### src/hdl/u2u_pkg.sv
package u2u_pkg;

  localparam int CpWidth    = 21;
  localparam int QueueDepth = 4;
  localparam int QPtrW      = $clog2(QueueDepth);
  localparam int CfgIdxW    = 1;

  localparam logic [15:0]        Repl     = 16'hFFFD;
  localparam logic [15:0]        HiBase   = 16'hD800;
  localparam logic [15:0]        LoBase   = 16'hDC00;
  localparam logic [15:0]        CountMax = 16'hFFFF;
  localparam logic [CpWidth-1:0] SuppBase = 21'h10000;

  localparam logic [CfgIdxW-1:0] RegCodePage  = 1'b0;
  localparam logic [CfgIdxW-1:0] RegRoomLimit = 1'b1;

  localparam logic CodePageLatin1 = 1'b0;
  localparam logic CodePageUtf8   = 1'b1;

  typedef struct packed {
    logic [7:0] in_byte;
    logic       in_last;
  } byte_item_t;

  typedef struct packed {
    logic [15:0] code_unit;
    logic [15:0] unit_count;
    logic        overflow;
    logic        run_last;
    logic        string_end;
  } unit_item_t;

  // Decoded work for one byte: repl_cnt replacement points, then an optional tail point.
  typedef struct packed {
    logic [1:0]         repl_cnt;
    logic               tail_en;
    logic [CpWidth-1:0] tail_cp;
    logic               last;
  } job_t;

endpackage

### src/hdl/u2u_front.sv
module u2u_front (
  input  logic                clk,
  input  logic                rst,
  input  logic                code_page,
  input  logic                accept,
  input  u2u_pkg::byte_item_t item,
  output u2u_pkg::job_t       job,
  output logic                push
);

  logic [2:0]                    seq_len, seq_len_next;
  logic [1:0]                    coll, coll_next;
  logic [u2u_pkg::CpWidth-1:0]   part, part_next;

  logic [7:0]                    b;
  logic                          lead2, lead3, lead4;
  logic                          dn_tail_en;
  logic [u2u_pkg::CpWidth-1:0]   dn_tail_cp;
  logic                          dn_start;
  logic [2:0]                    dn_len;
  logic [u2u_pkg::CpWidth-1:0]   dn_bits;
  logic [1:0]                    nc;
  logic [u2u_pkg::CpWidth-1:0]   cont_code;

  assign b     = item.in_byte;
  assign lead2 = (b[7:5] == 3'b110);
  assign lead3 = (b[7:4] == 4'b1110);
  assign lead4 = (b[7:3] == 5'b11110);
  assign nc        = coll + 2'd1;
  assign cont_code = {part[u2u_pkg::CpWidth-7:0], b[5:0]};

  // classify a byte with no sequence pending
  always_comb begin
    dn_tail_en = 1'b0;
    dn_tail_cp = '0;
    dn_start   = 1'b0;
    dn_len     = 3'd0;
    dn_bits    = '0;
    if (!b[7]) begin
      dn_tail_en = 1'b1;
      dn_tail_cp = u2u_pkg::CpWidth'(b);
    end else if ((lead2 || lead3 || lead4) && !item.in_last) begin
      dn_start = 1'b1;
      priority if (lead2) begin
        dn_len  = 3'd2;
        dn_bits = u2u_pkg::CpWidth'(b[4:0]);
      end else if (lead3) begin
        dn_len  = 3'd3;
        dn_bits = u2u_pkg::CpWidth'(b[3:0]);
      end else begin
        dn_len  = 3'd4;
        dn_bits = u2u_pkg::CpWidth'(b[2:0]);
      end
    end else begin
      dn_tail_en = 1'b1;
      dn_tail_cp = u2u_pkg::CpWidth'(u2u_pkg::Repl);
    end
  end

  always_comb begin
    job          = '0;
    job.last     = item.in_last;
    seq_len_next = seq_len;
    coll_next    = coll;
    part_next    = part;
    if (code_page == u2u_pkg::CodePageLatin1) begin
      seq_len_next = 3'd0;
      coll_next    = 2'd0;
      part_next    = '0;
      job.tail_en  = 1'b1;
      job.tail_cp  = u2u_pkg::CpWidth'(b);
    end else if (seq_len != 3'd0) begin
      if (b[7:6] == 2'b10) begin
        if (({1'b0, nc} + 3'd1) >= seq_len) begin
          job.tail_en  = 1'b1;
          job.tail_cp  = cont_code;
          seq_len_next = 3'd0;
          coll_next    = 2'd0;
          part_next    = '0;
        end else if (item.in_last) begin
          job.repl_cnt = nc + 2'd1;
          seq_len_next = 3'd0;
          coll_next    = 2'd0;
          part_next    = '0;
        end else begin
          coll_next = nc;
          part_next = cont_code;
        end
      end else begin
        job.repl_cnt = nc;
        job.tail_en  = dn_tail_en;
        job.tail_cp  = dn_tail_cp;
        if (dn_start) begin
          seq_len_next = dn_len;
          coll_next    = 2'd0;
          part_next    = dn_bits;
        end else begin
          seq_len_next = 3'd0;
          coll_next    = 2'd0;
          part_next    = '0;
        end
      end
    end else begin
      job.tail_en = dn_tail_en;
      job.tail_cp = dn_tail_cp;
      if (dn_start) begin
        seq_len_next = dn_len;
        coll_next    = 2'd0;
        part_next    = dn_bits;
      end
    end
    if (item.in_last) begin
      seq_len_next = 3'd0;
      coll_next    = 2'd0;
      part_next    = '0;
    end
  end

  assign push = accept && ((job.repl_cnt != 2'd0) || job.tail_en);

  always_ff @(posedge clk) begin
    if (rst) begin
      seq_len <= 3'd0;
      coll    <= 2'd0;
      part    <= '0;
    end else if (accept) begin
      seq_len <= seq_len_next;
      coll    <= coll_next;
      part    <= part_next;
    end
  end

endmodule

### src/hdl/u2u_queue.sv
module u2u_queue (
  input  logic          clk,
  input  logic          rst,
  input  logic          push,
  input  u2u_pkg::job_t wr_job,
  input  logic          pop,
  output u2u_pkg::job_t head,
  output logic          head_valid,
  output logic          full
);

  u2u_pkg::job_t                entries [u2u_pkg::QueueDepth];
  logic [u2u_pkg::QPtrW-1:0]    wr_ptr, rd_ptr;
  logic [u2u_pkg::QPtrW:0]      count;

  assign head       = entries[rd_ptr];
  assign head_valid = (count != '0);
  assign full       = (count == (u2u_pkg::QPtrW+1)'(u2u_pkg::QueueDepth));

  always_ff @(posedge clk) begin
    if (push) begin
      entries[wr_ptr] <= wr_job;
    end
  end

  always_ff @(posedge clk) begin
    if (rst) begin
      wr_ptr <= '0;
      rd_ptr <= '0;
      count  <= '0;
    end else begin
      if (push) begin
        wr_ptr <= wr_ptr + u2u_pkg::QPtrW'(1);
      end
      if (pop) begin
        rd_ptr <= rd_ptr + u2u_pkg::QPtrW'(1);
      end
      unique case ({push, pop})
        2'b10:   count <= count + (u2u_pkg::QPtrW+1)'(1);
        2'b01:   count <= count - (u2u_pkg::QPtrW+1)'(1);
        default: count <= count;
      endcase
    end
  end

endmodule

### src/hdl/u2u_back.sv
module u2u_back (
  input  logic                clk,
  input  logic                rst,
  input  logic [15:0]         room_limit,
  input  u2u_pkg::job_t       head,
  input  logic                head_valid,
  output logic                pop,
  output logic                unit_valid,
  input  logic                unit_ready,
  output u2u_pkg::unit_item_t unit_data
);

  logic [1:0]                   rep_done, rep_done_next;
  logic                         low_pend, low_pend_next;
  logic [15:0]                  units, units_next;
  logic                         dropping, dropping_next;

  logic                         advance;
  logic                         tail_point;
  logic                         final_point;
  logic [u2u_pkg::CpWidth-1:0]  cur_cp;
  logic [u2u_pkg::CpWidth-1:0]  v;
  logic                         big;
  logic [16:0]                  need_total;
  logic                         over;
  logic [15:0]                  units_inc;
  logic                         emit;
  u2u_pkg::unit_item_t          emit_data;

  assign advance     = head_valid && (!unit_valid || unit_ready);
  assign tail_point  = (rep_done == head.repl_cnt);
  assign cur_cp      = tail_point ? head.tail_cp : u2u_pkg::CpWidth'(u2u_pkg::Repl);
  assign final_point = tail_point ||
                       (!head.tail_en && (rep_done == (head.repl_cnt - 2'd1)));
  assign big         = (cur_cp[u2u_pkg::CpWidth-1:16] != '0);
  assign v           = cur_cp - u2u_pkg::SuppBase;
  assign need_total  = {1'b0, units} + (big ? 17'd2 : 17'd1);
  assign over        = (room_limit != 16'd0) && (need_total > {1'b0, room_limit});
  assign units_inc   = (units != u2u_pkg::CountMax) ? (units + 16'd1) : units;

  always_comb begin
    pop            = 1'b0;
    emit           = 1'b0;
    emit_data      = '0;
    rep_done_next  = rep_done;
    low_pend_next  = low_pend;
    units_next     = units;
    dropping_next  = dropping;
    if (advance) begin
      if (dropping) begin
        pop = 1'b1;
      end else if (low_pend) begin
        emit                 = 1'b1;
        emit_data.code_unit  = u2u_pkg::LoBase + 16'(v[9:0]);
        emit_data.unit_count = units_inc;
        emit_data.run_last   = 1'b1;
        units_next           = units_inc;
        pop                  = 1'b1;
      end else if (over) begin
        emit                 = 1'b1;
        emit_data.unit_count = units;
        emit_data.overflow   = 1'b1;
        emit_data.run_last   = 1'b1;
        dropping_next        = 1'b1;
        pop                  = 1'b1;
      end else if (big) begin
        emit                 = 1'b1;
        emit_data.code_unit  = u2u_pkg::HiBase + 16'(v[u2u_pkg::CpWidth-1:10]);
        emit_data.unit_count = units_inc;
        units_next           = units_inc;
        low_pend_next        = 1'b1;
      end else begin
        emit                 = 1'b1;
        emit_data.code_unit  = cur_cp[15:0];
        emit_data.unit_count = units_inc;
        units_next           = units_inc;
        if (final_point) begin
          emit_data.run_last = 1'b1;
          pop                = 1'b1;
        end else begin
          rep_done_next = rep_done + 2'd1;
        end
      end
      emit_data.string_end = emit_data.run_last && head.last;
      if (pop) begin
        rep_done_next = 2'd0;
        low_pend_next = 1'b0;
        if (head.last) begin
          units_next    = 16'd0;
          dropping_next = 1'b0;
        end
      end
    end
  end

  always_ff @(posedge clk) begin
    if (rst) begin
      rep_done   <= 2'd0;
      low_pend   <= 1'b0;
      units      <= 16'd0;
      dropping   <= 1'b0;
      unit_valid <= 1'b0;
    end else begin
      rep_done <= rep_done_next;
      low_pend <= low_pend_next;
      units    <= units_next;
      dropping <= dropping_next;
      if (emit) begin
        unit_valid <= 1'b1;
      end else if (unit_ready) begin
        unit_valid <= 1'b0;
      end
    end
  end

  always_ff @(posedge clk) begin
    if (emit) begin
      unit_data <= emit_data;
    end
  end

endmodule

### src/hdl/utf8_to_utf16_decoder_core.sv
// UTF-8 or Latin-1 byte stream to UTF-16 code units. A byte is taken on every cycle while
// the four-entry job queue between the byte classifier and the unit emitter has room. The
// emitter gives one code unit per cycle unless unit_ready stalls it; a byte that yields up
// to four units (held replacements, a new point or a surrogate pair) keeps it busy for each,
// and a byte that only extends a sequence costs none. A byte's job enters the queue on its
// transfer and its units are then registered at the output. Reset sets code_page to UTF-8
// and room_limit to 0 (no limit); write configuration only while the block is idle.
module utf8_to_utf16_decoder_core (
  input  logic                          clk,
  input  logic                          rst,
  input  logic                          byte_valid,
  output logic                          byte_ready,
  input  u2u_pkg::byte_item_t           byte_data,
  output logic                          unit_valid,
  input  logic                          unit_ready,
  output u2u_pkg::unit_item_t           unit_data,
  input  logic                          cfg_valid,
  output logic                          cfg_ready,
  input  logic [u2u_pkg::CfgIdxW-1:0]   cfg_index,
  input  logic [15:0]                   cfg_data
);

  logic           code_page;
  logic [15:0]    room_limit;
  logic           accept;
  logic           push;
  logic           pop;
  logic           full;
  logic           head_valid;
  u2u_pkg::job_t  new_job;
  u2u_pkg::job_t  head;

  assign cfg_ready  = 1'b1;
  assign byte_ready = !full;
  assign accept     = byte_valid && byte_ready;

  always_ff @(posedge clk) begin
    if (rst) begin
      code_page  <= u2u_pkg::CodePageUtf8;
      room_limit <= 16'd0;
    end else if (cfg_valid) begin
      unique case (cfg_index)
        u2u_pkg::RegCodePage:  code_page  <= cfg_data[0];
        u2u_pkg::RegRoomLimit: room_limit <= cfg_data;
      endcase
    end
  end

  u2u_front u_front (
    .clk       (clk),
    .rst       (rst),
    .code_page (code_page),
    .accept    (accept),
    .item      (byte_data),
    .job       (new_job),
    .push      (push)
  );

  u2u_queue u_queue (
    .clk        (clk),
    .rst        (rst),
    .push       (push),
    .wr_job     (new_job),
    .pop        (pop),
    .head       (head),
    .head_valid (head_valid),
    .full       (full)
  );

  u2u_back u_back (
    .clk        (clk),
    .rst        (rst),
    .room_limit (room_limit),
    .head       (head),
    .head_valid (head_valid),
    .pop        (pop),
    .unit_valid (unit_valid),
    .unit_ready (unit_ready),
    .unit_data  (unit_data)
  );

endmodule

### config.mk
export PLATFORM = sky130hd
export DESIGN_NAME = utf8_to_utf16_decoder_core
export DESIGN_NICKNAME = d
export VERILOG_FILES = /design/src/hdl/u2u_pkg.sv /design/src/hdl/u2u_front.sv /design/src/hdl/u2u_queue.sv /design/src/hdl/u2u_back.sv /design/src/hdl/utf8_to_utf16_decoder_core.sv
export SDC_FILE = /design/constraint.sdc
export NUM_CORES = 1
export LEC_CHECK = 0
export ABC_AREA = 1
export CELL_PAD_IN_SITES_DETAIL_PLACEMENT = 0
export CELL_PAD_IN_SITES_GLOBAL_PLACEMENT = 1
export CORE_MARGIN = 1
export CORE_UTILIZATION = 53
export DETAILED_ROUTE_END_ITERATION = 7
export DONT_BUFFER_PORTS = 1
export PLACE_DENSITY_LB_ADDON = 0.1
export SKIP_LAST_GASP = 1
export SLEW_MARGIN = 25
export SYNTH_ARGS = -nofsm -noshare
export SYNTH_HDL_FRONTEND = slang
export SYNTH_SLANG_ARGS = --single-unit
### constraint.sdc
create_clock -name clk -period 14.05 [get_ports clk]
set_input_delay 1.405 -clock clk [delete_from_list [all_inputs] [get_ports clk]]
set_output_delay 1.405 -clock clk [all_outputs]
set_load 0.005 [all_outputs]
-- Yosys cells after proc, flatten, opt, wreduce, memory -nomap -nowiden
Memories as Yosys holds them, arrays and structs flattened. A register that Yosys moved wholly into a read port is not among the register bits.
Index checks and enable logic that the tools add are counted.
W data, S select, Z words.
- bits in registers: 100
- latch bits: 0
- RAM bits: 100
- memory bits (read-only): 0
- input bits: 31
- output and inout port bits: 38
- logic and storage cells: 170
- memories kept: 1
- $add $sub $neg: 14
- $mul: 0
- div/mod/pow operators: 0
- order comparisons: 2
- equal/unequal tests: 17
- shift-type cells: 0
- mux-type cells: 88
- bitwise operators: 1
- reduce and logical (&&, ||, !) cells: 29
- memory list (memory ; depth ; bits a word ; read ports ; clocked after memory_dff ; wr ports ; line ; text):
    u_queue.entries ; 4 ; 25 ; 1 ; 1 ; 1 ; u2u_queue.sv:12 ; u2u_pkg::job_t entries [u2u_pkg::QueueDepth];
- operator list (operator ; count):
    $mux W16 ; 9
    $mux W15 ; 9
    $mux W34 ; 2
    $mux W22 ; 3
    $mux W32 ; 2
    $mux W21 ; 2
    $mux W2 ; 19
    $mux W3 ; 11
    $mux W1 ; 27
    $mux W24 ; 1
    $sub A21 B17 Y21 const B ; 1
    $add A16 B17 Y17 ; 1
    $gt A17 B16 Y1 ; 1
    $add A15 B11 Y16 const A ; 1
    $add A15 B12 Y16 const A ; 1
    $add A16 B1 Y16 const B ; 1
    $ne A16 B16 Y1 const B ; 1
    $reduce_bool A16 Y1 ; 1
    $add A2 B1 Y2 const B ; 5
    $ne A2 B2 Y1 const B ; 5
    $reduce_and A2 Y1 ; 4
    $logic_and A1 B1 Y1 ; 7
    $eq A3 B3 Y1 const B ; 2
    $pmux W3 S2 ; 1
    22 further kinds ; 34

-- Longest topological paths before layout
Gate-level depths: netlist (run 1).
- word-level depth: 14
- mapped depth: 41

-- Cells and area by module
A second synthesis (run 1) with hierarchy kept.
- cells, all modules: 1200
- area, all modules: 10431.3 µm²
- by module, submodules not included (module ; instances ; cells an instance ; area an instance (µm²) ; seq. area each (µm²)):
    u2u_queue ; 1 ; 301 ; 4260.3 ; 3183.1
    u2u_back ; 1 ; 555 ; 4020.1 ; 1471.4
    u2u_front ; 1 ; 231 ; 1423.9 ; 400.4
    utf8_to_utf16_decoder_core ; 1 ; 113 ; 726.9 ; 340.3

-- Least setup slack after synthesis (run 1)
OpenSTA, ideal clock, no wires.
- path kind: register -> register
- from: register with a tool-made name
- to: register u_queue.count[2] in the netlist's numbering
- arrival: 5.147 ns
- required time: 13.928 ns
- setup slack: 8.781 ns
- stages on the path, launching flop included: 41
- buffers on the path: 2
- path through: dfxtp_1 > buf_2 > inv_2 > nand3_1 > nand3_1 > nand2_2 > nand2_4 > clkinv_4 > nand2_1 > ha_1 > nand2_1 > nor2_2 > nand2_2 > buf_6 > clkinv_2 > ha_1 > inv_1 > fa_1 > [5 not listed] > ha_1 > nand2_1 > nor3_1 > inv_1 > nor2_1 > nand2_2 > nand2_4 > a21oi_4 > nand3_4 > nand2_2 > inv_1 > ha_1 > inv_1 > fa_1 > a21oi_1 > o21ai_0 > o21ai_0 > a21oi_1
- RTL lines (item ; line ; text):
    end signal, assigned ; u2u_queue.sv:39 ; 2'b10: count <= count + (u2u_pkg::QPtrW+1)'(1);
    end signal, assigned ; u2u_queue.sv:40 ; 2'b01: count <= count - (u2u_pkg::QPtrW+1)'(1);
    end signal, assigned ; u2u_queue.sv:41 ; default: count <= count;
    end, declared ; u2u_queue.sv:14 ; logic [u2u_pkg::QPtrW:0] count;

==> summary.md, run 1 <==
| Metric | Value |
|---|---|
| Outcome | `finished, final reports clean` |
| Port Buffers | `0` |
| Final GP Congestion | `0.8646` |
| CTS sink cnt | `202` |
| Row cnt | `49` |
| Peak supply drop | `0.00009964 V` |
| Clk_lat worst skew | `0.51 ns` |
| H-tree levels | `1` |
| Syn-to-layout area delta | `8.903%` |
| Setup CP Type | `register to register` |
| PwrDens | `202.7 nW/um^2` |
| Ant diodes | `0` |
| Async SR Flop Fraction | `0%` |
| Max Fclk | `148.0 MHz` |
| Synth top area share | `40.45%` |
| Initial DRC count | `573` |
| Area of the die | `19460 um^2` |
| RSZ-0062 raised after global routing | `false` |
| Post-CTS Setup Bufs | `0` |
| Element type at the critical path end | `register` |
| Share of layout cells above drive strength 1 | `9.249%` |
| Cts hold-fix bufs | `0` |
| Vias in the first global route | `6699` |
| Placeable Area | `18270 um^2` |
| Pre-antenna DRT Iters | `5` |
| Routed via count | `7438` |
| GRT Total Usage | `24.60%` |
| DRT antenna net count | `0` |
| FF+latch count, synth | `202` |
| Yosys cell types | `55` |
| Dominant cell type by area after synthesis | `edfxtp_1` |
| Final Util | `59.73%` |
| Crit path max fanout | `51` |
| Yosys Warn Count | `0` |
| Area of the multi-input gates | `3968 um^2` |
| Top FF cell, synth | `edfxtp_1` |
| Max Cap Viol | `0` |
| Rel. slew slack | `34.84%` |
| Slew Limit Fails | `0` |
| Leakage | `4.131 nW` |
| Most frequent cells after synthesis | `204 x nand2_1, 135 x edfxtp_1, 116 x nor2_1` |
| Vias/cell | `5.631` |
| Crit-path max cell delay | `0.62 ns` |
| Most common cell in the netlist | `nand2_1` |
| Final hold vios | `0` |
| Remaining Overflow, GRT | `0` |
| Mapped Area | `10020 um^2` |
| # DRC | `0` |
| Period utilization | `48.08%` |
| First-pass GRT wire length | `37220 um` |
| Final setup vio count | `0` |
| Initial antenna violation count | `0` |
| Dpl hpwl | `15890 um` |
| Largest net degree at the start of global routing | `52` |
| Hold Path Class | `register to register` |
| Post-synth EDFFs | `135` |
| Drt wl/cell | `17.74 um` |
| Final #Nets | `1138` |
| Worst-Margin Slew | `0.9751 ns` |
| Syn_nets | `1157` |
| Die width | `139.5 um` |
| Post-Synthesis Cells | `1095` |
| CP dominant cell by count | `nand2_1` |
| Die height | `139.5 um` |
| IO Count | `69` |
| Clock transition at path regs | `0.06 ns` |
| Clock Path Buffers | `3` |
| Slowest cell on crit path | `inv_2` |
| Post-Route WL | `23430 um` |
| Crit path DAT | `7.14 ns` |
| Data required time of the worst path | `14.44 ns` |
| # fillers | `1609` |
| Initial Util | `54.85%` |
| Setup TNS Final | `0 ns` |
| Sequential share of the synthesized area | `53.84%` |
| Inserted Clock Buffers | `22` |
| Synth area leaders | `edfxtp_1 40%, dfxtp_1 13%, nand2_1 7.6%, a21oi_1 4.6%, nor2_1 4.3%` |
| CTS tree | `done` |
| CTS root buffer | `clkbuf_16` |
| Tmin final | `6.755 ns` |
| Clock Skew | `0.01305 ns` |
| Critical Path Source Type | `register` |
| Post_cts resized | `0` |
| Mean Syn Cell Area | `9.151 um^2` |
| Register area | `5395 um^2` |
## power breakdown
group	switching, mW	internal, mW
sequential	0.0502	0.783
clock	0.231	0.397
combinational	0.550	0.201
total	0.832	1.38
## per-layer routing
metal	wire [um]	vias up	GRT usage, %
li1	-	3697	-
met5	0	-	0
met1	12120	3479	39.25
met4	391	0	5.965
met2	9340	233	34.12
met3	1579	29	4.267
## sequential cells by signal, summed over array words and instances (netlist names), 3 cells and up, named ones only
name and count:
u_queue.count 3, u_front.seq_len 3, u_back.unit_data 35, u_back.units 16
room_limit 16, u_front.part 15, u_queue.entries 100
## final timing paths
path | from | endpoint | slack (ns) | cells after the start
max | register | u_queue.count[2]$_SDFFE_PP0P_ | 7.29 | 41
min | u_front.part[14]$_SDFFE_PP0P_ | u_front.part[14]$_SDFFE_PP0P_ | 0.45 | 2
max reg2reg | register | u_queue.count[2]$_SDFFE_PP0P_ | 7.29 | 41
min reg2reg | u_front.part[14]$_SDFFE_PP0P_ | u_front.part[14]$_SDFFE_PP0P_ | 0.45 | 2
## per-stage QoR
stage	hold WS (ns)	total power [mW]	worst slack, ns	cell area [um^2]	cells
finish	0.4549	2.212	7.295	10910	1321
global route	0.4702	2.341	6.694	10910	1321
CTS	0.4541	2.220	7.346	10910	1321
detailed placement	0.4441	1.592	7.368	10120	1281
global placement	0.4460	1.585	7.587	10120	1281
floorplan	0.4397	1.413	8.781	10020	1095
## cells by family (layout without fill, tap and decap cells)
group,count (synthesis),in the layout,share of synthesized area (%)
AOI/OAI and AO/OA,225,225,12.84
other,1,1,0.03742
xor gates and xnor gates,17,17,1.486
DFF,202,202,53.84
buffers and inverters,162,159,6.979
and+or+nand+nor,457,457,20.80
adders and majority gates,31,31,4.021
## cell type report
class / instances / area share, %
repair buffers: 5 / 0.3440
clock inverters: 10 / 1.651
multi-input cells: 731 / 36.36
inverters: 114 / 3.978
clock buffers: 30 / 5.606
well taps: 229 / 2.626
flip-flops and latches: 202 / 49.44
## cells in the final DEF, fill, tap and decap left out, types with 10 or more instances in the layout
| master | instances |
|---|---|
| nand2_1 | 204 |
| o21ai_0 | 75 |
| ha_1 | 29 |
| nand2_2 | 10 |
| nor3_1 | 14 |
| edfxtp_1 | 135 |
| clkbuf_16 | 23 |
| o22ai_1 | 15 |
| a21oi_2 | 10 |
| inv_1 | 106 |
| a21oi_1 | 93 |
| xor2_1 | 15 |
| dfxtp_1 | 67 |
| nor2_1 | 111 |
| nand3_1 | 65 |
## critical path, delay by kind of cell, from the launching register on
family | cells | cell delay [ns]
and+or+nand+nor | 20 | 2.43
buffers and inverters | 9 | 1.51
adders and majority gates | 6 | 1.61
xor gates and xnor gates | 1 | 0.18
DFF | 1 | 0.30
AOI/OAI and AO/OA | 5 | 0.55
(Power assumes the default switching activity.)
==> run 2, diff against run 1 <==
Settings changed: ABC_AREA 1 to 0, CORE_UTILIZATION 53 to 51.
Clock period 14.05 ns to 6.6 ns, I/O delays scaled along.
==> summary.md, run 2 <==
| Metric | Value |
|---|---|
| Most frequent cells after synthesis | `135 x edfxtp_1, 119 x nand2_1, 67 x dfxtp_1, 67 x nor2_1, 56 x a21oi_1 (was 204 x nand2_1, 135 x edfxtp_1, 116 x nor2_1)` |
| Initial Util | `52.76% (was 54.85%)` |
| Syn-to-layout area delta | `10.33% (was 8.903%)` |
| FF+latch count, synth | `202 (unchanged)` |
| Row cnt | `49 (unchanged)` |
| Vias/cell | `5.962 (was 5.631)` |
| Post-Synthesis Cells | `856 (was 1095)` |
| Period utilization | `92.56% (was 48.08%)` |
| Rel. slew slack | `39.23% (was 34.84%)` |
| Crit path DAT | `6.55 ns (was 7.14 ns)` |
| Ant diodes | `0 (unchanged)` |
| # DRC | `0 (unchanged)` |
| Number of flip-flops in the largest register | `100 (unchanged)` |
| Synth area leaders | `edfxtp_1 42%, dfxtp_1 14%, mux4_2 5.8%, nand2_1 4.6%, ha_1 3.8% (was edfxtp_1 40%, dfxtp_1 13%, nand2_1 7.6%, a21oi_1 4.6%, nor2_1 4.3%)` |
| Data required time of the worst path | `7.04 ns (was 14.44 ns)` |
| CP dominant cell by count | `ha_1 (was nand2_1)` |
| RSZ-0062 raised after global routing | `false (unchanged)` |
| Synth Area in Adders | `4.180% (was 4.020%)` |
| Total Power | `4.663 mW (was 2.212 mW)` |
| Most common cell in the netlist | `edfxtp_1 (was nand2_1)` |
| Vias in the first global route | `6311 (was 6699)` |
| Remaining Overflow, GRT | `0 (unchanged)` |
| Slew Limit Fails | `0 (unchanged)` |
| Final #Nets | `909 (was 1138)` |
| Worst-Margin Slew | `0.9082 ns (was 0.9751 ns)` |
| Hold Path Class | `input port to register (was register to register)` |
| Post-synthesis simple-gate area fraction | `15.04% (was 20.80%)` |
| Peak supply drop | `0.0002236 V (was 0.00009964 V)` |
| Largest net degree at the start of global routing | `54 (was 52)` |
| Post-Route WL | `21690 um (was 23430 um)` |
| Setup TNS Final | `0 ns (unchanged)` |
| Crit-path max cell delay | `0.58 ns (was 0.62 ns)` |
| First-pass GRT wire length | `34970 um (was 37220 um)` |
| Largest family of logic cells by synthesized area | `simple AND/OR/NAND/NOR gates (unchanged)` |
| Initial DRC count | `503 (was 573)` |
| Final setup vio count | `0 (unchanged)` |
| Dpl hpwl | `14880 um (was 15890 um)` |
| Syn_nets | `918 (was 1157)` |
| Sequential share of the synthesized area | `55.97% (was 53.84%)` |
| Synth top area share | `42.06% (was 40.45%)` |
| Mean Syn Cell Area | `11.26 um^2 (was 9.151 um^2)` |
| Post-synthesis mux area share | `6.360% (was 0%)` |
| Clock Path Buffers | `3 (unchanged)` |
| Max Fclk | `163.7 MHz (was 148.0 MHz)` |
| Yosys cell types | `72 (was 55)` |
| CTS root buffer | `clkbuf_16 (unchanged)` |
| Inserted Clock Buffers | `22 (unchanged)` |
| Most flops, register | `u_queue.entries (unchanged)` |
| Routed via count | `6511 (was 7438)` |
| GRT Total Usage | `22.91% (was 24.60%)` |
| Element type at the critical path end | `register (unchanged)` |
| Async SR Flop Fraction | `0% (unchanged)` |
| Leakage | `3.687 nW (was 4.131 nW)` |
| Clock Skew | `0.01213 ns (was 0.01305 ns)` |
| Port Buffers | `0 (unchanged)` |
| IO Count | `69 (unchanged)` |
| Yosys Warn Count | `0 (unchanged)` |
| Top FF cell, synth | `edfxtp_1 (unchanged)` |
| Critical Path Source Type | `register (unchanged)` |
| Synth Area in XOR/XNOR | `2.648% (was 1.486%)` |
| Final hold vios | `0 (unchanged)` |
| Clock transition at path regs | `0.06 ns (about the same)` |
| Clk_lat worst skew | `0.51 ns (about the same)` |
| Share of layout cells above drive strength 1 | `11.36% (was 9.249%)` |
| Mapped Area | `9639 um^2 (was 10020 um^2)` |
| DRT antenna net count | `0 (unchanged)` |
| Outcome | `finished, final reports clean (unchanged)` |
| Slowest cell on crit path | `mux4_2 (was inv_2)` |
| Pre-antenna DRT Iters | `5 (unchanged)` |
| Most common cell after layout, fill and taps aside | `edfxtp_1 (was nand2_1)` |
| PwrDens | `438.4 nW/um^2 (was 202.7 nW/um^2)` |
| H-tree levels | `1 (unchanged)` |
| Drt wl/cell | `19.87 um (was 17.74 um)` |
| Largest registers | `u_queue.entries: 100 flops, u_back.unit_data: 35 flops (unchanged)` |
| Most frequent cells in the layout | `135 x edfxtp_1, 119 x nand2_1, 67 x nor2_1 (was 204 x nand2_1, 135 x edfxtp_1, 111 x nor2_1)` |
| Tmin final | `6.109 ns (was 6.755 ns)` |
| Cts hold-fix bufs | `0 (unchanged)` |
| Dominant cell type by area after synthesis | `edfxtp_1 (unchanged)` |
| Max Cap Viol | `0 (unchanged)` |
| Crit path max fanout | `8 (was 51)` |
| Post-synthesis compound-gate area fraction | `11.94% (was 12.84%)` |
| Die height | `139.5 um (about the same)` |
| Final GP Congestion | `0.8348 (was 0.8646)` |
| Post-synth EDFFs | `135 (unchanged)` |
| Initial antenna violation count | `0 (unchanged)` |
| Die width | `139.5 um (about the same)` |
| Placeable Area | `18270 um^2 (unchanged)` |
| CTS sink cnt | `202 (unchanged)` |
| CTS tree | `done (unchanged)` |
| Area of the die | `19450 um^2 (was 19460 um^2)` |
| Setup CP Type | `register to register (unchanged)` |
## run 2: final cells by class
type	count	area [um^2]
inverters	44	167.7
multi-input cells	562	3889
clock inverters	14	197.7
repair buffers	15	112.6
flip-flops and latches	202	5396
fillers	1522	7635
clock buffers	26	585.6
well taps	229	286.5
## run 2: path summary, 6_finish.rpt
kind | from | to | cells after the start | slack (ns)
setup / recovery | register | u_queue.count[2]$_SDFFE_PP0P_ | 28 | 0.49
hold / removal | rst | room_limit[0]$_SDFFE_PP0P_ | 1 | 0.21
setup reg to reg | register | u_queue.count[2]$_SDFFE_PP0P_ | 28 | 0.49
hold reg to reg | room_limit[7]$_SDFFE_PP0P_ | room_limit[7]$_SDFFE_PP0P_ | 2 | 0.47
## run 2: power by group
part	internal [mW]	total (mW)	switching [mW]
clock	0.798	1.30	0.506
sequential	1.66	1.79	0.128
combinational	0.550	1.57	1.02
total	3.01	4.66	1.65
## run 2: worst max-delay path, delay by kind of cell (launching register included)
family	cells	cell delay, ns
flops	1	0.39
fa+ha+maj	6	1.72
xor+xnor	3	0.47
mux	1	0.58
compound gates	4	0.74
simple gates	10	1.86
buf+inv	4	0.32
## run 2: logic make-up after synthesis
| kind of cell | Yosys count |
|---|---|
| AND/OR/NAND/NOR | 304 |
| flip-flops | 202 |
| other | 1 |
| buffers and inverters | 92 |
| multiplexers | 30 |
| AO/OA/AOI/OAI | 169 |
| adder cells (fa/ha/maj) | 31 |
| XOR/XNOR | 27 |
## run 2: stage by stage
step | std cells | setup WS (ns) | cell area [um^2] | hold slack, ns | util, %
floorplan | 856 | 0.7176 | 9639 | 0.4445 | -
global placement | 1052 | 0.6382 | 9838 | 0.4615 | 53.85
detailed placement | 1052 | 0.3896 | 9844 | 0.4632 | 53.88
CTS | 1092 | 0.3442 | 10630 | 0.2027 | 58.17
global route | 1092 | 0.06091 | 10640 | 0.1946 | 58.21
finish | 1092 | 0.4913 | 10640 | 0.2105 | 58.21
## run 2: repair_timing
action	in CTS	in global routing
setup buffers	0	0
resized for setup	0	2
setup endpoints to repair	0	1
## run 2: layer usage
metal  track usage [%]  share of wire (%)  vias up
li1                  -                  -     3123
met1             35.77                 51     3169
met2             32.72                 42      192
met3             4.267                5.8       27
met4             5.380                1.5        0
met5                 0                  0        -
==> run 3, diff against run 2 <==
Settings changed: CORE_UTILIZATION 51 to 45.
Clock period 6.6 ns to 5.5 ns, I/O delays scaled along.
==> summary.md, run 3 (synthesized netlist as in run 2, its figures left out) <==
| Metric | Value |
|---|---|
| Outcome | `finished, final reports clean (unchanged)` |
| Number of flip-flops in the largest register | `100 (unchanged)` |
| Peak supply drop | `0.0002898 V (was 0.0002236 V)` |
| Final #Nets | `942 (was 909)` |
| Crit path max fanout | `3 (was 8)` |
| Tmin final | `5.399 ns (was 6.109 ns)` |
| Total Power | `5.798 mW (was 4.663 mW)` |
| Inserted Clock Buffers | `23 (was 22)` |
| Fin cells | `1172 (was 1092)` |
| DRT antenna net count | `0 (unchanged)` |
| Period utilization | `98.17% (was 92.56%)` |
| Critical Path Source Type | `register (unchanged)` |
| # fillers | `1807 (was 1522)` |
| PwrDens | `527.1 nW/um^2 (was 438.4 nW/um^2)` |
| Most frequent cells in the layout | `135 x edfxtp_1, 116 x nand2_1, 66 x nor2_1, 66 x dfxtp_1, 55 x a21oi_1 (was 135 x edfxtp_1, 119 x nand2_1, 67 x nor2_1)` |
| H-tree levels | `1 (unchanged)` |
| CTS root buffer | `clkbuf_16 (unchanged)` |
| Vias/cell | `5.692 (was 5.962)` |
| Highest metal used | `met4 (unchanged)` |
| Slew Limit Fails | `0 (unchanged)` |
| Leakage | `3.854 nW (was 3.687 nW)` |
| Dpl hpwl | `16090 um (was 14880 um)` |
| Pre-antenna DRT Iters | `5 (unchanged)` |
| Die width | `148.4 um (was 139.5 um)` |
| Data required time of the worst path | `5.95 ns (was 7.04 ns)` |
| Drt wl/cell | `19.42 um (was 19.87 um)` |
| Rel. slew slack | `32.91% (was 39.23%)` |
| Post-Route WL | `22770 um (was 21690 um)` |
| RSZ-0062 raised after global routing | `true (was false)` |
| Vias in the first global route | `6527 (was 6311)` |
| Met3 WL | `1423 um (was 1255 um)` |
| Most common cell after layout, fill and taps aside | `edfxtp_1 (unchanged)` |
| CTS sink cnt | `202 (unchanged)` |
| Placeable Area | `21020 um^2 (was 18270 um^2)` |
| Largest net degree at the start of global routing | `54 (unchanged)` |
| Clock Skew | `0.01239 ns (was 0.01213 ns)` |
| Slowest cell on crit path | `mux4_2 (unchanged)` |
| DR WL met2 | `9547 um (was 9072 um)` |
| Cts hold-fix bufs | `0 (unchanged)` |
| Row cnt | `53 (was 49)` |
| Final setup vio count | `0 (unchanged)` |
| Clock transition at path regs | `0.05 ns (was 0.06 ns)` |
| Crit-path max cell delay | `0.55 ns (was 0.58 ns)` |
| Setup CP Type | `register to register (unchanged)` |
| Initial Util | `45.85% (was 52.76%)` |
| Hold Path Class | `input port to register (unchanged)` |
| Clock Path Buffers | `3 (unchanged)` |
| Port Buffers | `0 (unchanged)` |
| Largest registers | `u_queue.entries: 100 flops, u_back.unit_data: 35 flops (unchanged)` |
| Post-Place Cells | `1123 (was 1052)` |
| Initial antenna violation count | `0 (unchanged)` |
| Element type at the critical path end | `register (unchanged)` |
| Area of the die | `22010 um^2 (was 19450 um^2)` |
| Remaining Overflow, GRT | `0 (unchanged)` |
| Share of layout cells above drive strength 1 | `15.94% (was 11.36%)` |
| Setup TNS Final | `0 ns (unchanged)` |
| Final hold vios | `0 (unchanged)` |
| Crit path DAT | `5.85 ns (was 6.55 ns)` |
| Most flops, register | `u_queue.entries (unchanged)` |
| IO Count | `69 (unchanged)` |
| Max Cap Viol | `0 (unchanged)` |
| Routed via count | `6671 (was 6511)` |
| Initial DRC count | `554 (was 503)` |
| Die height | `148.4 um (was 139.5 um)` |
| CTS tree | `done (unchanged)` |
| Ant diodes | `0 (unchanged)` |
| Metal-1 WL | `11340 um (was 11030 um)` |
| Final GP Congestion | `0.8542 (was 0.8348)` |
| GRT Total Usage | `21.21% (was 22.91%)` |
| Clk_lat worst skew | `0.52 ns (was 0.51 ns)` |
| First-pass GRT wire length | `36120 um (was 34970 um)` |
| Max Fclk | `185.2 MHz (was 163.7 MHz)` |
| Syn-to-layout area delta | `14.11% (was 10.33%)` |
| Worst-Margin Slew | `1.006 ns (was 0.9082 ns)` |
| # DRC | `0 (unchanged)` |
## run 3: cell count changes in the layout (fill, tap and decap cells not counted), moves of 3 or more
cell,delta
nand2_1,-3
clkinv_1,+6
buf_4,+30
clkbuf_1,+3
ha_1,-3
inv_1,-3
## run 3: what timing repair did
| item | CTS | global route |
|---|---|---|
| endpoints found under the setup margin | 3 | 22 |
| pin swaps | 0 | 16 |
| endpoints found under the hold margin | 0 | 0 |
| setup buffers | 0 | 7 |
| resized for setup | 4 | 14 |
## run 3: power by group
group          switching (mW)  internal, mW
clock                   0.601         0.867
combinational            1.31         0.870
sequential              0.157          2.00
total                    2.07          3.73
## run 3: path summary, 6_finish.rpt
path,start,endpoint,slack [ns],cells past startpoint
max,register,u_queue.count[2]$_SDFFE_PP0P_,0.10,28
min,rst,room_limit[0]$_SDFFE_PP0P_,0.1,1
max reg2reg,register,u_queue.count[2]$_SDFFE_PP0P_,0.10,28
min reg2reg,room_limit[15]$_SDFFE_PP0P_,room_limit[15]$_SDFFE_PP0P_,0.47,2
## run 3: layout make-up
class                           instances  area [um^2]  share of cell area (%)
Tap cell                              275        344.1                   3.128
Clock inverter                         14        131.4                   1.194
Multi-Input combinational cell        562         3998                   36.34
Sequential cell                       202         5399                   49.08
Timing Repair Buffer                   47        360.3                   3.276
Inverter                               44        172.7                   1.570
Clock buffer                           28        594.3                   5.403
## run 3: per-layer routing
metal / global-route usage [%] / vias to the layer above
li1: - / 3193
met1: 32.77 / 3207
met2: 30.56 / 239
met3: 3.374 / 32
met4: 5.979 / 0
met5: 0 / -
## run 3: critical path: cells and delay by family, from the launching register on
| family | cells | cell delay, ns |
|---|---|---|
| flops | 1 | 0.36 |
| simple gates | 8 | 1.11 |
| xor+xnor | 3 | 0.47 |
| fa+ha+maj | 6 | 1.48 |
| compound gates | 5 | 1.08 |
| buf+inv | 5 | 0.26 |
| mux | 1 | 0.55 |
## run 3: through the flow
step           hold slack [ns]  worst slack [ns]  utilization (%)  instance area (um^2)
2_1_floorplan           0.4445           -0.2318                -                  9711
3_3_place_gp            0.4598           0.05847            48.26                 10140
3_5_place_dp            0.4617          -0.06747            48.26                 10140
4_1_cts                0.07196         0.0008797            51.82                 10890
5_1_grt                0.07373           -0.1503            52.32                 11000
6_report               0.09726            0.1008            52.32                 11000
